`src/rtl/qosm_pkg.sv`:
```
// Queue occupancy statistics monitor: shared types and constants.
// No dependencies; used by the output and configuration interfaces, the top level and the testbench.

package qosm_pkg;

  // event kinds on the input channel
  localparam logic [1:0] REQ_ARRIVAL   = 2'd0;
  localparam logic [1:0] REQ_DEPARTURE = 2'd1;
  localparam logic [1:0] REQ_OBSERVE   = 2'd2;

  // configuration register indexes
  localparam int CFG_IDX_W  = 8;
  localparam int CFG_DATA_W = 32;
  localparam logic [CFG_IDX_W-1:0] REG_FINITE_MODE     = 8'd0;
  localparam logic [CFG_IDX_W-1:0] REG_BUFFER_CAPACITY = 8'd1;

  // fixed field widths
  localparam int CAP_W   = 16;
  localparam int CNT_W   = 32;
  localparam int SUM_W   = 48;
  localparam int MEAN_W  = 32;
  localparam int RATIO_W = 17;
  localparam int FRAC_W  = 16;

  localparam logic [CAP_W-1:0]   CAP_RESET = 16'd10;
  localparam logic [RATIO_W-1:0] ONE_Q16   = 17'h10000;

  // which quotient the shared divider is working on
  typedef enum logic [1:0] {
    DIV_MEAN = 2'd0,
    DIV_IDLE = 2'd1,
    DIV_LOSS = 2'd2
  } div_sel_t;

  typedef enum logic [6:0] {
    S_IDLE = 7'b0000001,
    S_ELAP = 7'b0000010,
    S_UPD  = 7'b0000100,
    S_LOAD = 7'b0001000,
    S_DIV  = 7'b0010000,
    S_FIN  = 7'b0100000,
    S_DONE = 7'b1000000
  } state_t;

endpackage

```
`src/rtl/qosm_in_if.sv`:
```
// Input event channel: valid/ready with event kind, timestamp and drop mark.
// No dependencies.

interface qosm_in_if #(
  parameter int TIME_BITS = 48
);
  logic                 valid;
  logic                 ready;
  logic [1:0]           req_type;
  logic [TIME_BITS-1:0] event_time;
  logic                 was_dropped;

  modport source (output valid, req_type, event_time, was_dropped, input ready);
  modport sink   (input valid, req_type, event_time, was_dropped, output ready);
endinterface

```
`src/rtl/qosm_out_if.sv`:
```
// Result channel: valid/ready with the statistics of one observe event.
// Depends on qosm_pkg.

interface qosm_out_if
  import qosm_pkg::*;
();
  logic               valid;
  logic               ready;
  logic [MEAN_W-1:0]  mean_occupancy;
  logic [RATIO_W-1:0] idle_fraction;
  logic [RATIO_W-1:0] loss_ratio;
  logic               loss_valid;
  logic [CNT_W-1:0]   observe_count;
  logic               underflow_seen;
  logic               overflow_seen;

  modport source (output valid, mean_occupancy, idle_fraction, loss_ratio, loss_valid,
                  observe_count, underflow_seen, overflow_seen, input ready);
  modport sink   (input valid, mean_occupancy, idle_fraction, loss_ratio, loss_valid,
                  observe_count, underflow_seen, overflow_seen, output ready);
endinterface

```
`src/rtl/qosm_cfg_if.sv`:
```
// Configuration write channel: valid/ready with register index and data.
// Depends on qosm_pkg.

interface qosm_cfg_if
  import qosm_pkg::*;
();
  logic                  valid;
  logic                  ready;
  logic [CFG_IDX_W-1:0]  index;
  logic [CFG_DATA_W-1:0] data;

  modport source (output valid, index, data, input ready);
  modport sink   (input valid, index, data, output ready);
endinterface

```
`src/rtl/queue_occupancy_statistics_monitor_unit.sv`:
```
// Queue occupancy statistics monitor, top level.
// Depends on qosm_pkg, qosm_in_if, qosm_out_if and qosm_cfg_if.
//
// Usage:
//   in_ch  : timestamped events (arrival, departure, observe, drop mark).
//            One event is taken at a time; ready is low while it is processed.
//   out_ch : one result transaction per observe event (mean occupancy Q16.16,
//            idle fraction Q1.16, loss ratio Q1.16, loss-valid bit, observe count and sticky flags).
//   cfg_ch : register writes, always ready; write only while the block is idle.
// Between one input transaction and the next, every kind passes S_ELAP and S_UPD.
//   observe: the divider then works out the mean and the idle fraction, and in
//   finite mode also the loss ratio, each through S_LOAD, S_DIV and S_FIN, then
//   S_DONE. The division is done by the single restoring divider, one quotient bit
//   per cycle over a dividend of max(48, TIME_BITS) + 16 bits, used for every quotient.
// The result sits in an output register: if the receiver stalls, arrivals and
// departures keep flowing; the next observe waits after its division until the
// output register is free.
// Reset (synchronous, rst_n low) clears all statistics, the flags and the
// output valid, and sets finite_mode 0 and buffer_capacity 10.

module queue_occupancy_statistics_monitor_unit
  import qosm_pkg::*;
#(
  parameter int TIME_BITS = 48,
  parameter int OCC_BITS  = 16
) (
  input  logic         clk,
  input  logic         rst_n,
  qosm_in_if.sink      in_ch,
  qosm_out_if.source   out_ch,
  qosm_cfg_if.sink     cfg_ch
);

  localparam int NUM_W   = (SUM_W > TIME_BITS) ? SUM_W : TIME_BITS;
  localparam int DVD_W   = NUM_W + FRAC_W;
  localparam int DEN_W   = (CNT_W > TIME_BITS) ? CNT_W : TIME_BITS;
  localparam int ITER_W  = $clog2(DVD_W + 1);
  localparam int CMP_W   = (OCC_BITS > CAP_W) ? OCC_BITS : CAP_W;

  // ---- registers ----
  state_t                 state_r, state_nxt;
  div_sel_t               sel_r, sel_nxt;
  logic                   finite_r;
  logic [CAP_W-1:0]       cap_r;

  logic [1:0]             req_r;
  logic [TIME_BITS-1:0]   now_r;
  logic                   drop_r;
  logic [TIME_BITS-1:0]   elap_r, elap_nxt;

  logic [OCC_BITS-1:0]    occ_r, occ_nxt;
  logic                   busy_r, busy_nxt;
  logic [TIME_BITS-1:0]   last_r, last_nxt;
  logic [TIME_BITS-1:0]   idle_r, idle_nxt;
  logic [SUM_W-1:0]       osum_r, osum_nxt;
  logic [CNT_W-1:0]       obs_r, obs_nxt;
  logic [CNT_W-1:0]       arr_r, arr_nxt;
  logic [CNT_W-1:0]       drp_r, drp_nxt;
  logic                   uf_r, uf_nxt;
  logic                   of_r, of_nxt;

  logic [DVD_W-1:0]       dq_r, dq_nxt;
  logic [DEN_W:0]         drem_r, drem_nxt;
  logic [DEN_W-1:0]       dden_r, dden_nxt;
  logic [ITER_W-1:0]      dcnt_r, dcnt_nxt;

  logic [MEAN_W-1:0]      mean_res_r, mean_res_nxt;
  logic [RATIO_W-1:0]     idle_res_r, idle_res_nxt;
  logic [RATIO_W-1:0]     loss_res_r, loss_res_nxt;

  logic                   ov_r, ov_nxt;
  logic [MEAN_W-1:0]      o_mean_r;
  logic [RATIO_W-1:0]     o_idle_r;
  logic [RATIO_W-1:0]     o_loss_r;
  logic                   o_lv_r;
  logic [CNT_W-1:0]       o_cnt_r;
  logic                   o_uf_r;
  logic                   o_of_r;
  logic                   o_load;

  // ---- datapath helpers ----
  logic                   in_take;
  logic [TIME_BITS:0]     idle_sum;
  logic [TIME_BITS-1:0]   idle_sat;
  logic [SUM_W:0]         osum_sum;
  logic [OCC_BITS-1:0]    occ_inc;
  logic [OCC_BITS-1:0]    occ_arr;
  logic                   arr_drop;
  logic [DEN_W:0]         rem_sh;
  logic [DEN_W+1:0]       rem_diff;
  logic                   rem_ge;
  logic [NUM_W-1:0]       ld_num;
  logic [DEN_W-1:0]       ld_den;
  logic                   den_zero;
  logic [MEAN_W-1:0]      q_mean;
  logic [RATIO_W-1:0]     q_ratio;

  assign in_take = in_ch.valid && in_ch.ready;
  assign in_ch.ready  = (state_r == S_IDLE);
  assign cfg_ch.ready = 1'b1;

  assign idle_sum = {1'b0, idle_r} + {1'b0, elap_r};
  assign idle_sat = idle_sum[TIME_BITS] ? '1 : idle_sum[TIME_BITS-1:0];
  assign osum_sum = {1'b0, osum_r} + (SUM_W+1)'(occ_r);
  assign occ_inc  = (&occ_r) ? occ_r : occ_r + 1'b1;
  assign arr_drop = finite_r && drop_r;
  assign occ_arr  = arr_drop ? occ_r : occ_inc;

  // one restoring step: shift in the next dividend bit, subtract if it fits
  assign rem_sh   = {drem_r[DEN_W-1:0], dq_r[DVD_W-1]};
  assign rem_diff = {1'b0, rem_sh} - {2'b00, dden_r};
  assign rem_ge   = !rem_diff[DEN_W+1];

  always_comb begin
    case (sel_r)
      DIV_MEAN: begin
        ld_num = NUM_W'(osum_r);
        ld_den = DEN_W'(obs_r);
      end
      DIV_IDLE: begin
        ld_num = NUM_W'(idle_r);
        ld_den = DEN_W'(now_r);
      end
      DIV_LOSS: begin
        ld_num = NUM_W'(drp_r);
        ld_den = DEN_W'(arr_r);
      end
      default: begin
        ld_num = '0;
        ld_den = '0;
      end
    endcase
  end

  // saturate the finished quotient; zero divisor gives zero
  assign den_zero = (dden_r == '0);
  assign q_mean   = den_zero ? '0 :
                    (dq_r[DVD_W-1:MEAN_W] != '0) ? '1 : dq_r[MEAN_W-1:0];
  assign q_ratio  = den_zero ? '0 :
                    (dq_r > DVD_W'(ONE_Q16)) ? ONE_Q16 : dq_r[RATIO_W-1:0];

  assign o_load = (state_r == S_DONE) && (!ov_r || out_ch.ready);

  always_comb begin
    state_nxt    = state_r;
    sel_nxt      = sel_r;
    elap_nxt     = elap_r;
    occ_nxt      = occ_r;
    busy_nxt     = busy_r;
    last_nxt     = last_r;
    idle_nxt     = idle_r;
    osum_nxt     = osum_r;
    obs_nxt      = obs_r;
    arr_nxt      = arr_r;
    drp_nxt      = drp_r;
    uf_nxt       = uf_r;
    of_nxt       = of_r;
    dq_nxt       = dq_r;
    drem_nxt     = drem_r;
    dden_nxt     = dden_r;
    dcnt_nxt     = dcnt_r;
    mean_res_nxt = mean_res_r;
    idle_res_nxt = idle_res_r;
    loss_res_nxt = loss_res_r;

    case (state_r)
      S_IDLE: begin
        if (in_take) state_nxt = S_ELAP;
      end

      S_ELAP: begin
        // time going backwards counts as no time
        elap_nxt  = (now_r >= last_r) ? now_r - last_r : '0;
        state_nxt = S_UPD;
      end

      S_UPD: begin
        state_nxt = S_IDLE;
        case (req_r)
          REQ_ARRIVAL: begin
            if (occ_r == '0) begin
              idle_nxt = idle_sat;
              busy_nxt = 1'b1;
              last_nxt = now_r;
            end
            if (arr_drop) begin
              if (!(&drp_r)) drp_nxt = drp_r + 1'b1;
            end
            occ_nxt = occ_arr;
            if (finite_r && (CMP_W'(occ_arr) > CMP_W'(cap_r))) of_nxt = 1'b1;
            if (!(&arr_r)) arr_nxt = arr_r + 1'b1;
          end
          REQ_DEPARTURE: begin
            if (occ_r == '0) begin
              uf_nxt = 1'b1;
            end else begin
              occ_nxt = occ_r - 1'b1;
              if (occ_r == OCC_BITS'(1)) begin
                busy_nxt = 1'b0;
                last_nxt = now_r;
              end
            end
          end
          REQ_OBSERVE: begin
            if (!(&obs_r)) obs_nxt = obs_r + 1'b1;
            osum_nxt  = osum_sum[SUM_W] ? '1 : osum_sum[SUM_W-1:0];
            if (!busy_r) idle_nxt = idle_sat;
            last_nxt  = now_r;
            sel_nxt   = DIV_MEAN;
            state_nxt = S_LOAD;
          end
          default: ;
        endcase
      end

      S_LOAD: begin
        dq_nxt    = {ld_num, {FRAC_W{1'b0}}};
        drem_nxt  = '0;
        dden_nxt  = ld_den;
        dcnt_nxt  = ITER_W'(DVD_W);
        state_nxt = S_DIV;
      end

      S_DIV: begin
        drem_nxt = rem_ge ? rem_diff[DEN_W:0] : rem_sh;
        dq_nxt   = {dq_r[DVD_W-2:0], rem_ge};
        dcnt_nxt = dcnt_r - 1'b1;
        if (dcnt_r == ITER_W'(1)) state_nxt = S_FIN;
      end

      S_FIN: begin
        case (sel_r)
          DIV_MEAN: begin
            mean_res_nxt = q_mean;
            sel_nxt      = DIV_IDLE;
            state_nxt    = S_LOAD;
          end
          DIV_IDLE: begin
            idle_res_nxt = q_ratio;
            if (finite_r) begin
              sel_nxt   = DIV_LOSS;
              state_nxt = S_LOAD;
            end else begin
              loss_res_nxt = '0;
              state_nxt    = S_DONE;
            end
          end
          default: begin
            loss_res_nxt = q_ratio;
            state_nxt    = S_DONE;
          end
        endcase
      end

      S_DONE: begin
        if (o_load) state_nxt = S_IDLE;
      end

      default: state_nxt = S_IDLE;
    endcase
  end

  always_comb begin
    ov_nxt = ov_r;
    if (out_ch.valid && out_ch.ready) ov_nxt = 1'b0;
    if (o_load) ov_nxt = 1'b1;
  end

  always_ff @(posedge clk) begin
    if (!rst_n) begin
      state_r  <= S_IDLE;
      sel_r    <= DIV_MEAN;
      finite_r <= 1'b0;
      cap_r    <= CAP_RESET;
      occ_r    <= '0;
      busy_r   <= 1'b0;
      last_r   <= '0;
      idle_r   <= '0;
      osum_r   <= '0;
      obs_r    <= '0;
      arr_r    <= '0;
      drp_r    <= '0;
      uf_r     <= 1'b0;
      of_r     <= 1'b0;
      dcnt_r   <= '0;
      ov_r     <= 1'b0;
    end else begin
      state_r <= state_nxt;
      sel_r   <= sel_nxt;
      occ_r   <= occ_nxt;
      busy_r  <= busy_nxt;
      last_r  <= last_nxt;
      idle_r  <= idle_nxt;
      osum_r  <= osum_nxt;
      obs_r   <= obs_nxt;
      arr_r   <= arr_nxt;
      drp_r   <= drp_nxt;
      uf_r    <= uf_nxt;
      of_r    <= of_nxt;
      dcnt_r  <= dcnt_nxt;
      ov_r    <= ov_nxt;
      if (cfg_ch.valid && cfg_ch.ready) begin
        case (cfg_ch.index)
          REG_FINITE_MODE:     finite_r <= cfg_ch.data[0];
          REG_BUFFER_CAPACITY: cap_r    <= cfg_ch.data[CAP_W-1:0];
          default: ;
        endcase
      end
    end
  end

  // payload registers
  always_ff @(posedge clk) begin
    if (in_take) begin
      req_r  <= in_ch.req_type;
      now_r  <= in_ch.event_time;
      drop_r <= in_ch.was_dropped;
    end
    elap_r     <= elap_nxt;
    dq_r       <= dq_nxt;
    drem_r     <= drem_nxt;
    dden_r     <= dden_nxt;
    mean_res_r <= mean_res_nxt;
    idle_res_r <= idle_res_nxt;
    loss_res_r <= loss_res_nxt;
    if (o_load) begin
      o_mean_r <= mean_res_r;
      o_idle_r <= idle_res_r;
      o_loss_r <= loss_res_r;
      o_lv_r   <= finite_r;
      o_cnt_r  <= obs_r;
      o_uf_r   <= uf_r;
      o_of_r   <= of_r;
    end
  end

  assign out_ch.valid          = ov_r;
  assign out_ch.mean_occupancy = o_mean_r;
  assign out_ch.idle_fraction  = o_idle_r;
  assign out_ch.loss_ratio     = o_loss_r;
  assign out_ch.loss_valid     = o_lv_r;
  assign out_ch.observe_count  = o_cnt_r;
  assign out_ch.underflow_seen = o_uf_r;
  assign out_ch.overflow_seen  = o_of_r;

endmodule

```
`src/flat_wrapper.sv`:
```
// flat-port wrapper written by rule: the top's interface ports become plain ports
module queue_occupancy_statistics_monitor_unit_flat import qosm_pkg::*;
#(
  parameter int TIME_BITS = 48,
  parameter int OCC_BITS  = 16
)
  (clk, rst_n, in_ch_valid, in_ch_req_type, in_ch_event_time, in_ch_was_dropped, in_ch_ready, out_ch_valid, out_ch_mean_occupancy, out_ch_idle_fraction, out_ch_loss_ratio, out_ch_loss_valid, out_ch_observe_count, out_ch_underflow_seen, out_ch_overflow_seen, out_ch_ready, cfg_ch_valid, cfg_ch_index, cfg_ch_data, cfg_ch_ready);
  qosm_in_if #(.TIME_BITS(TIME_BITS)) in_ch_i ();
  qosm_out_if out_ch_i ();
  qosm_cfg_if cfg_ch_i ();
  input  logic clk;
  input  logic rst_n;
  input wire logic [$bits(in_ch_i.valid)-1:0] in_ch_valid;
  input wire logic [$bits(in_ch_i.req_type)-1:0] in_ch_req_type;
  input wire logic [$bits(in_ch_i.event_time)-1:0] in_ch_event_time;
  input wire logic [$bits(in_ch_i.was_dropped)-1:0] in_ch_was_dropped;
  output wire logic [$bits(in_ch_i.ready)-1:0] in_ch_ready;
  output wire logic [$bits(out_ch_i.valid)-1:0] out_ch_valid;
  output wire logic [$bits(out_ch_i.mean_occupancy)-1:0] out_ch_mean_occupancy;
  output wire logic [$bits(out_ch_i.idle_fraction)-1:0] out_ch_idle_fraction;
  output wire logic [$bits(out_ch_i.loss_ratio)-1:0] out_ch_loss_ratio;
  output wire logic [$bits(out_ch_i.loss_valid)-1:0] out_ch_loss_valid;
  output wire logic [$bits(out_ch_i.observe_count)-1:0] out_ch_observe_count;
  output wire logic [$bits(out_ch_i.underflow_seen)-1:0] out_ch_underflow_seen;
  output wire logic [$bits(out_ch_i.overflow_seen)-1:0] out_ch_overflow_seen;
  input wire logic [$bits(out_ch_i.ready)-1:0] out_ch_ready;
  input wire logic [$bits(cfg_ch_i.valid)-1:0] cfg_ch_valid;
  input wire logic [$bits(cfg_ch_i.index)-1:0] cfg_ch_index;
  input wire logic [$bits(cfg_ch_i.data)-1:0] cfg_ch_data;
  output wire logic [$bits(cfg_ch_i.ready)-1:0] cfg_ch_ready;
  assign in_ch_i.valid = in_ch_valid;
  assign in_ch_i.req_type = in_ch_req_type;
  assign in_ch_i.event_time = in_ch_event_time;
  assign in_ch_i.was_dropped = in_ch_was_dropped;
  assign in_ch_ready = in_ch_i.ready;
  assign out_ch_valid = out_ch_i.valid;
  assign out_ch_mean_occupancy = out_ch_i.mean_occupancy;
  assign out_ch_idle_fraction = out_ch_i.idle_fraction;
  assign out_ch_loss_ratio = out_ch_i.loss_ratio;
  assign out_ch_loss_valid = out_ch_i.loss_valid;
  assign out_ch_observe_count = out_ch_i.observe_count;
  assign out_ch_underflow_seen = out_ch_i.underflow_seen;
  assign out_ch_overflow_seen = out_ch_i.overflow_seen;
  assign out_ch_i.ready = out_ch_ready;
  assign cfg_ch_i.valid = cfg_ch_valid;
  assign cfg_ch_i.index = cfg_ch_index;
  assign cfg_ch_i.data = cfg_ch_data;
  assign cfg_ch_ready = cfg_ch_i.ready;
  queue_occupancy_statistics_monitor_unit #(.TIME_BITS(TIME_BITS), .OCC_BITS(OCC_BITS)) u_core (.clk(clk), .rst_n(rst_n), .in_ch(in_ch_i), .out_ch(out_ch_i), .cfg_ch(cfg_ch_i));
endmodule
```
`config.mk`:
```
export PLATFORM = sky130hd
export DESIGN_NAME = queue_occupancy_statistics_monitor_unit_flat
export DESIGN_NICKNAME = d
export VERILOG_FILES = /design/src/rtl/qosm_pkg.sv /design/src/rtl/qosm_in_if.sv /design/src/rtl/qosm_out_if.sv /design/src/rtl/qosm_cfg_if.sv /design/src/rtl/queue_occupancy_statistics_monitor_unit.sv /design/src/flat_wrapper.sv
export SDC_FILE = /design/constraint.sdc
export NUM_CORES = 2
export LEC_CHECK = 0
export ABC_CLOCK_PERIOD_IN_PS = 8600
export BUFFER_PORTS_ARGS = -buffer_cell sky130_fd_sc_hd__buf_2
export CAP_MARGIN = 20
export CELL_PAD_IN_SITES_DETAIL_PLACEMENT = 1
export CELL_PAD_IN_SITES_GLOBAL_PLACEMENT = 2
export CORE_MARGIN = 3
export CORE_UTILIZATION = 40
export DETAILED_ROUTE_END_ITERATION = 6
export GPL_TIMING_DRIVEN = 0
export PLACE_DENSITY = 0.9
export REMOVE_ABC_BUFFERS = 1
export SYNTH_ARGS = -nofsm -noshare
export SYNTH_HDL_FRONTEND = slang
export SYNTH_SLANG_ARGS = --single-unit
export TNS_END_PERCENT = 1
```
`constraint.sdc`:
```
create_clock -name clk -period 8.6 [get_ports clk]
set_input_delay 0.86 -clock clk [delete_from_list [all_inputs] [get_ports clk]]
set_output_delay 0.86 -clock clk [all_outputs]
set_load 0.03 [all_outputs]
```
==> results.md <==
* Status: finished, final reports clean
* Seq cells post-synth at 719
* Worst Skew at 0.0301 ns
* Placed cells at 5241
* Row cnt at 112
* Post-synthesis sequential area ratio at 0.491
* Top-count cell post-synth: a21oi_1
* Ant diodes at 0
* Die Area at 98800 um^2
* Setup violations, final at 0
* Initial antenna violation count at 0
* Core Footprint at 93700 um^2
* Power Total at 7.77 mW
* Clock slew at reported path FFs at 0.06 ns
* # nets final at 4356
* Setup Buffers After CTS at 0
* Worst R2R Start: u_core.now_r[6]
* WL final at 112 mm
* Leak at 16.1 nW
* Avg Synthesized Cell Area at 9.60 um^2
* R2R setup slack at 3.78 ns
* Overall via count from detail_route at 30000
* Vias per Instance at 5.56
* Crit path capture type: flip-flop
* Netlist cell types at 87
* Clk buf depth at 3
* Final Util at 0.462
* DR iter-0 viols at 1753
* Post-synth top flop: edfxtp_1
* Min-delay src: in_ch_event_time[9]
* Top-area cell type share of the netlist area at 0.336
* Vias in the first global route at 31300
* Routed Antenna Nets at 0
* Final Max Tran Viols at 0
* Hold path depth at 1
* Routability congestion estimate at 0.875
* Min-delay worst type: input port to flip-flop
* Resize count post-CTS at 0
* Crit path kind: flip-flop to flip-flop
* Worst Hold Path EP: u_core.now_r[9]
* Wire per inst at 20.8 um
* GR Overflow Total at 0
* Largest net degree at the start of global routing at 115
* Max Freq at 208 MHz
* Largest area contributor in the netlist: edfxtp_1
* Total GRT Usage at 0.224
* Root Driver: clkbuf_16
* Mapped Cells at 3961
* Residual DRC at 0
* Minimum clock period at 4.82 ns
* Power density cells at 179 nW/um^2
* Post-Syn Area at 38000 um^2
* CTS tree: done
* Top post-synthesis cells by count: a21oi_1, edfxtp_1, nand2_1
* Clock sinks at 719
* Share of cells above drive strength 1 at 0.0984
* Initial core utilization at 0.406
* I/O pin count at 200
* Clk_lat worst skew at 0.67 ns
* Die Wd at 314 um
* # port buffers at 182
* Max_cap viols at 0
* Max_slew headroom at 0.298
* Cells on worst reg2reg path at 12
* Synth warn at 0
* Largest fanout on the critical path at 47
* H-Tree Depth at 3
* Worst slew pin tran at 1.05 ns
* Final cell count without fillers at 5392
* Global-route wire length before repair at 177 mm
* Maximum vdd drop at 0.161 mV
* Number of synthesized flops with an enable pin at 426
* CP required at 9.00 ns
* CTS Hold Bufs at 0
* Post-DP HPWL at 82.2 mm
* CP arrival at 5.21 ns
* Die height at 314 um
* RSZ-0062 raised after global routing: no
* R2R Path End: u_core.elap_r[41]
* Synth top area cells: edfxtp_1, dfxtp_1, ha_1
* CP startpoint kind: flip-flop
* Ys async rst share at 0
* Layout Area Growth over Synthesis at 14.0%
* Fin crit share at 0.560
* Final hold violations at 0
* TritonRoute pass-1 iters at 5
* Num CTS Buffers at 82
-- cells in the final DEF (no fill, tap or decap), drive strengths merged, types with 106 or more instances in the layout --
| cell | instances |
|---|---|
| a21oi | 445 |
| edfxtp | 426 |
| nand2 | 388 |
| nor2 | 354 |
| dfxtp | 293 |
| o21ai | 234 |
| buf | 217 |
| inv | 201 |
| ha | 185 |
| xor2 | 129 |
| xnor2 | 116 |
| nand3 | 108 |
| a21o | 106 |
-- routing by layer --
metal / vias to the layer above / track usage / share of wire
li1: 14500 / - / -
met1: 14800 / 0.299 / 0.46
met2: 477 / 0.376 / 0.47
met3: 170 / 0.0302 / 0.035
met4: 0 / 0.0773 / 0.033
met5: - / 0 / 0
-- where the power goes --
group	switching, mW	internal (mW)
logic	0.231	0.124
clock network	1.53	2.20
registers	0.0313	3.66
-- state kept, by name, summed over array words and instances, names as in the netlist, 2 cells and up --
| register | count |
|---|---|
| u_core.osum_r | 48 |
| u_core.req_r | 2 |
| u_core.loss_res_r | 17 |
| u_core.dq_r | 64 |
| u_core.mean_res_r | 32 |
| u_core.arr_r | 32 |
| u_core.out_ch.idle_fraction | 17 |
| u_core.cap_r | 16 |
| u_core.occ_r | 16 |
| u_core.idle_res_r | 17 |
| u_core.drem_r | 48 |
| u_core.last_r | 48 |
| u_core.out_ch.observe_count | 32 |
| u_core.out_ch.mean_occupancy | 32 |
| u_core.obs_r | 32 |
| u_core.elap_r | 48 |
| u_core.dcnt_r | 7 |
| u_core.dden_r | 48 |
| u_core.state_r | 7 |
| u_core.drp_r | 32 |
| u_core.now_r | 48 |
| u_core.sel_r | 2 |
| u_core.out_ch.loss_ratio | 17 |
| u_core.idle_r | 48 |
-- worst max path at each step --
stage                                  from  cells past startpoint                end
final                       u_core.now_r[6]                     12  u_core.elap_r[41]
after global placement    u_core.state_r[1]                      6  u_core.state_r[0]
after detailed placement    u_core.now_r[6]                     12  u_core.elap_r[41]
after floorplan           u_core.state_r[1]                      6   u_core.dcnt_r[1]
after global routing        u_core.now_r[0]                     14  u_core.elap_r[41]
after CTS                   u_core.now_r[6]                     12  u_core.elap_r[41]
-- kinds of logic (layout without fill, tap and decap cells) --
logic type	count (synthesis)	after routing	synth area share
and+or+nand+nor	1284	1284	0.160
AOI/OAI and AO/OA	1033	1033	0.163
DFF	719	719	0.491
buffers and inverters	388	565	0.0401
xor gates and xnor gates	245	245	0.0564
adders and majority gates	189	189	0.0630
muxes	102	102	0.0268
other	1	1	0.0000986
-- stage by stage --
step	hold slack (ns)	TNS, ns	instance area [um^2]	worst slack (ns)
after floorplan	0.400	0	37300	1.81
after global placement	0.403	-580.33	39700	-3.14
after detailed placement	0.406	0	40500	3.72
after CTS	0.332	0	43400	3.69
after global routing	0.345	0	43400	3.41
final	0.368	0	43400	3.78
-- cell type report --
type	instances	area, um^2
Fill cell	10500	50400
Sequential cell	719	18700
Multi-Input combinational cell	2854	17900
Clock buffer	103	2280
Tap cell	1254	1570
Timing Repair Buffer	217	1550
Inverter	197	747
Clock inverter	48	606
-- critical path, cell delays in order, from the launching register on --
cell and delay (ns):
edfxtp_1 0.49, ha_1 0.43, nand2_1 0.10, nor2_1 0.30, o21ai_0 0.18, a21oi_1 0.25, o311a_1 0.36, a211oi_1 0.18
a31oi_1 0.61, or4_1 0.24, nand2_2 0.52, a211o_1 0.45, a211oi_1 0.44
No activity file was read; power rests on OpenSTA's default activity.
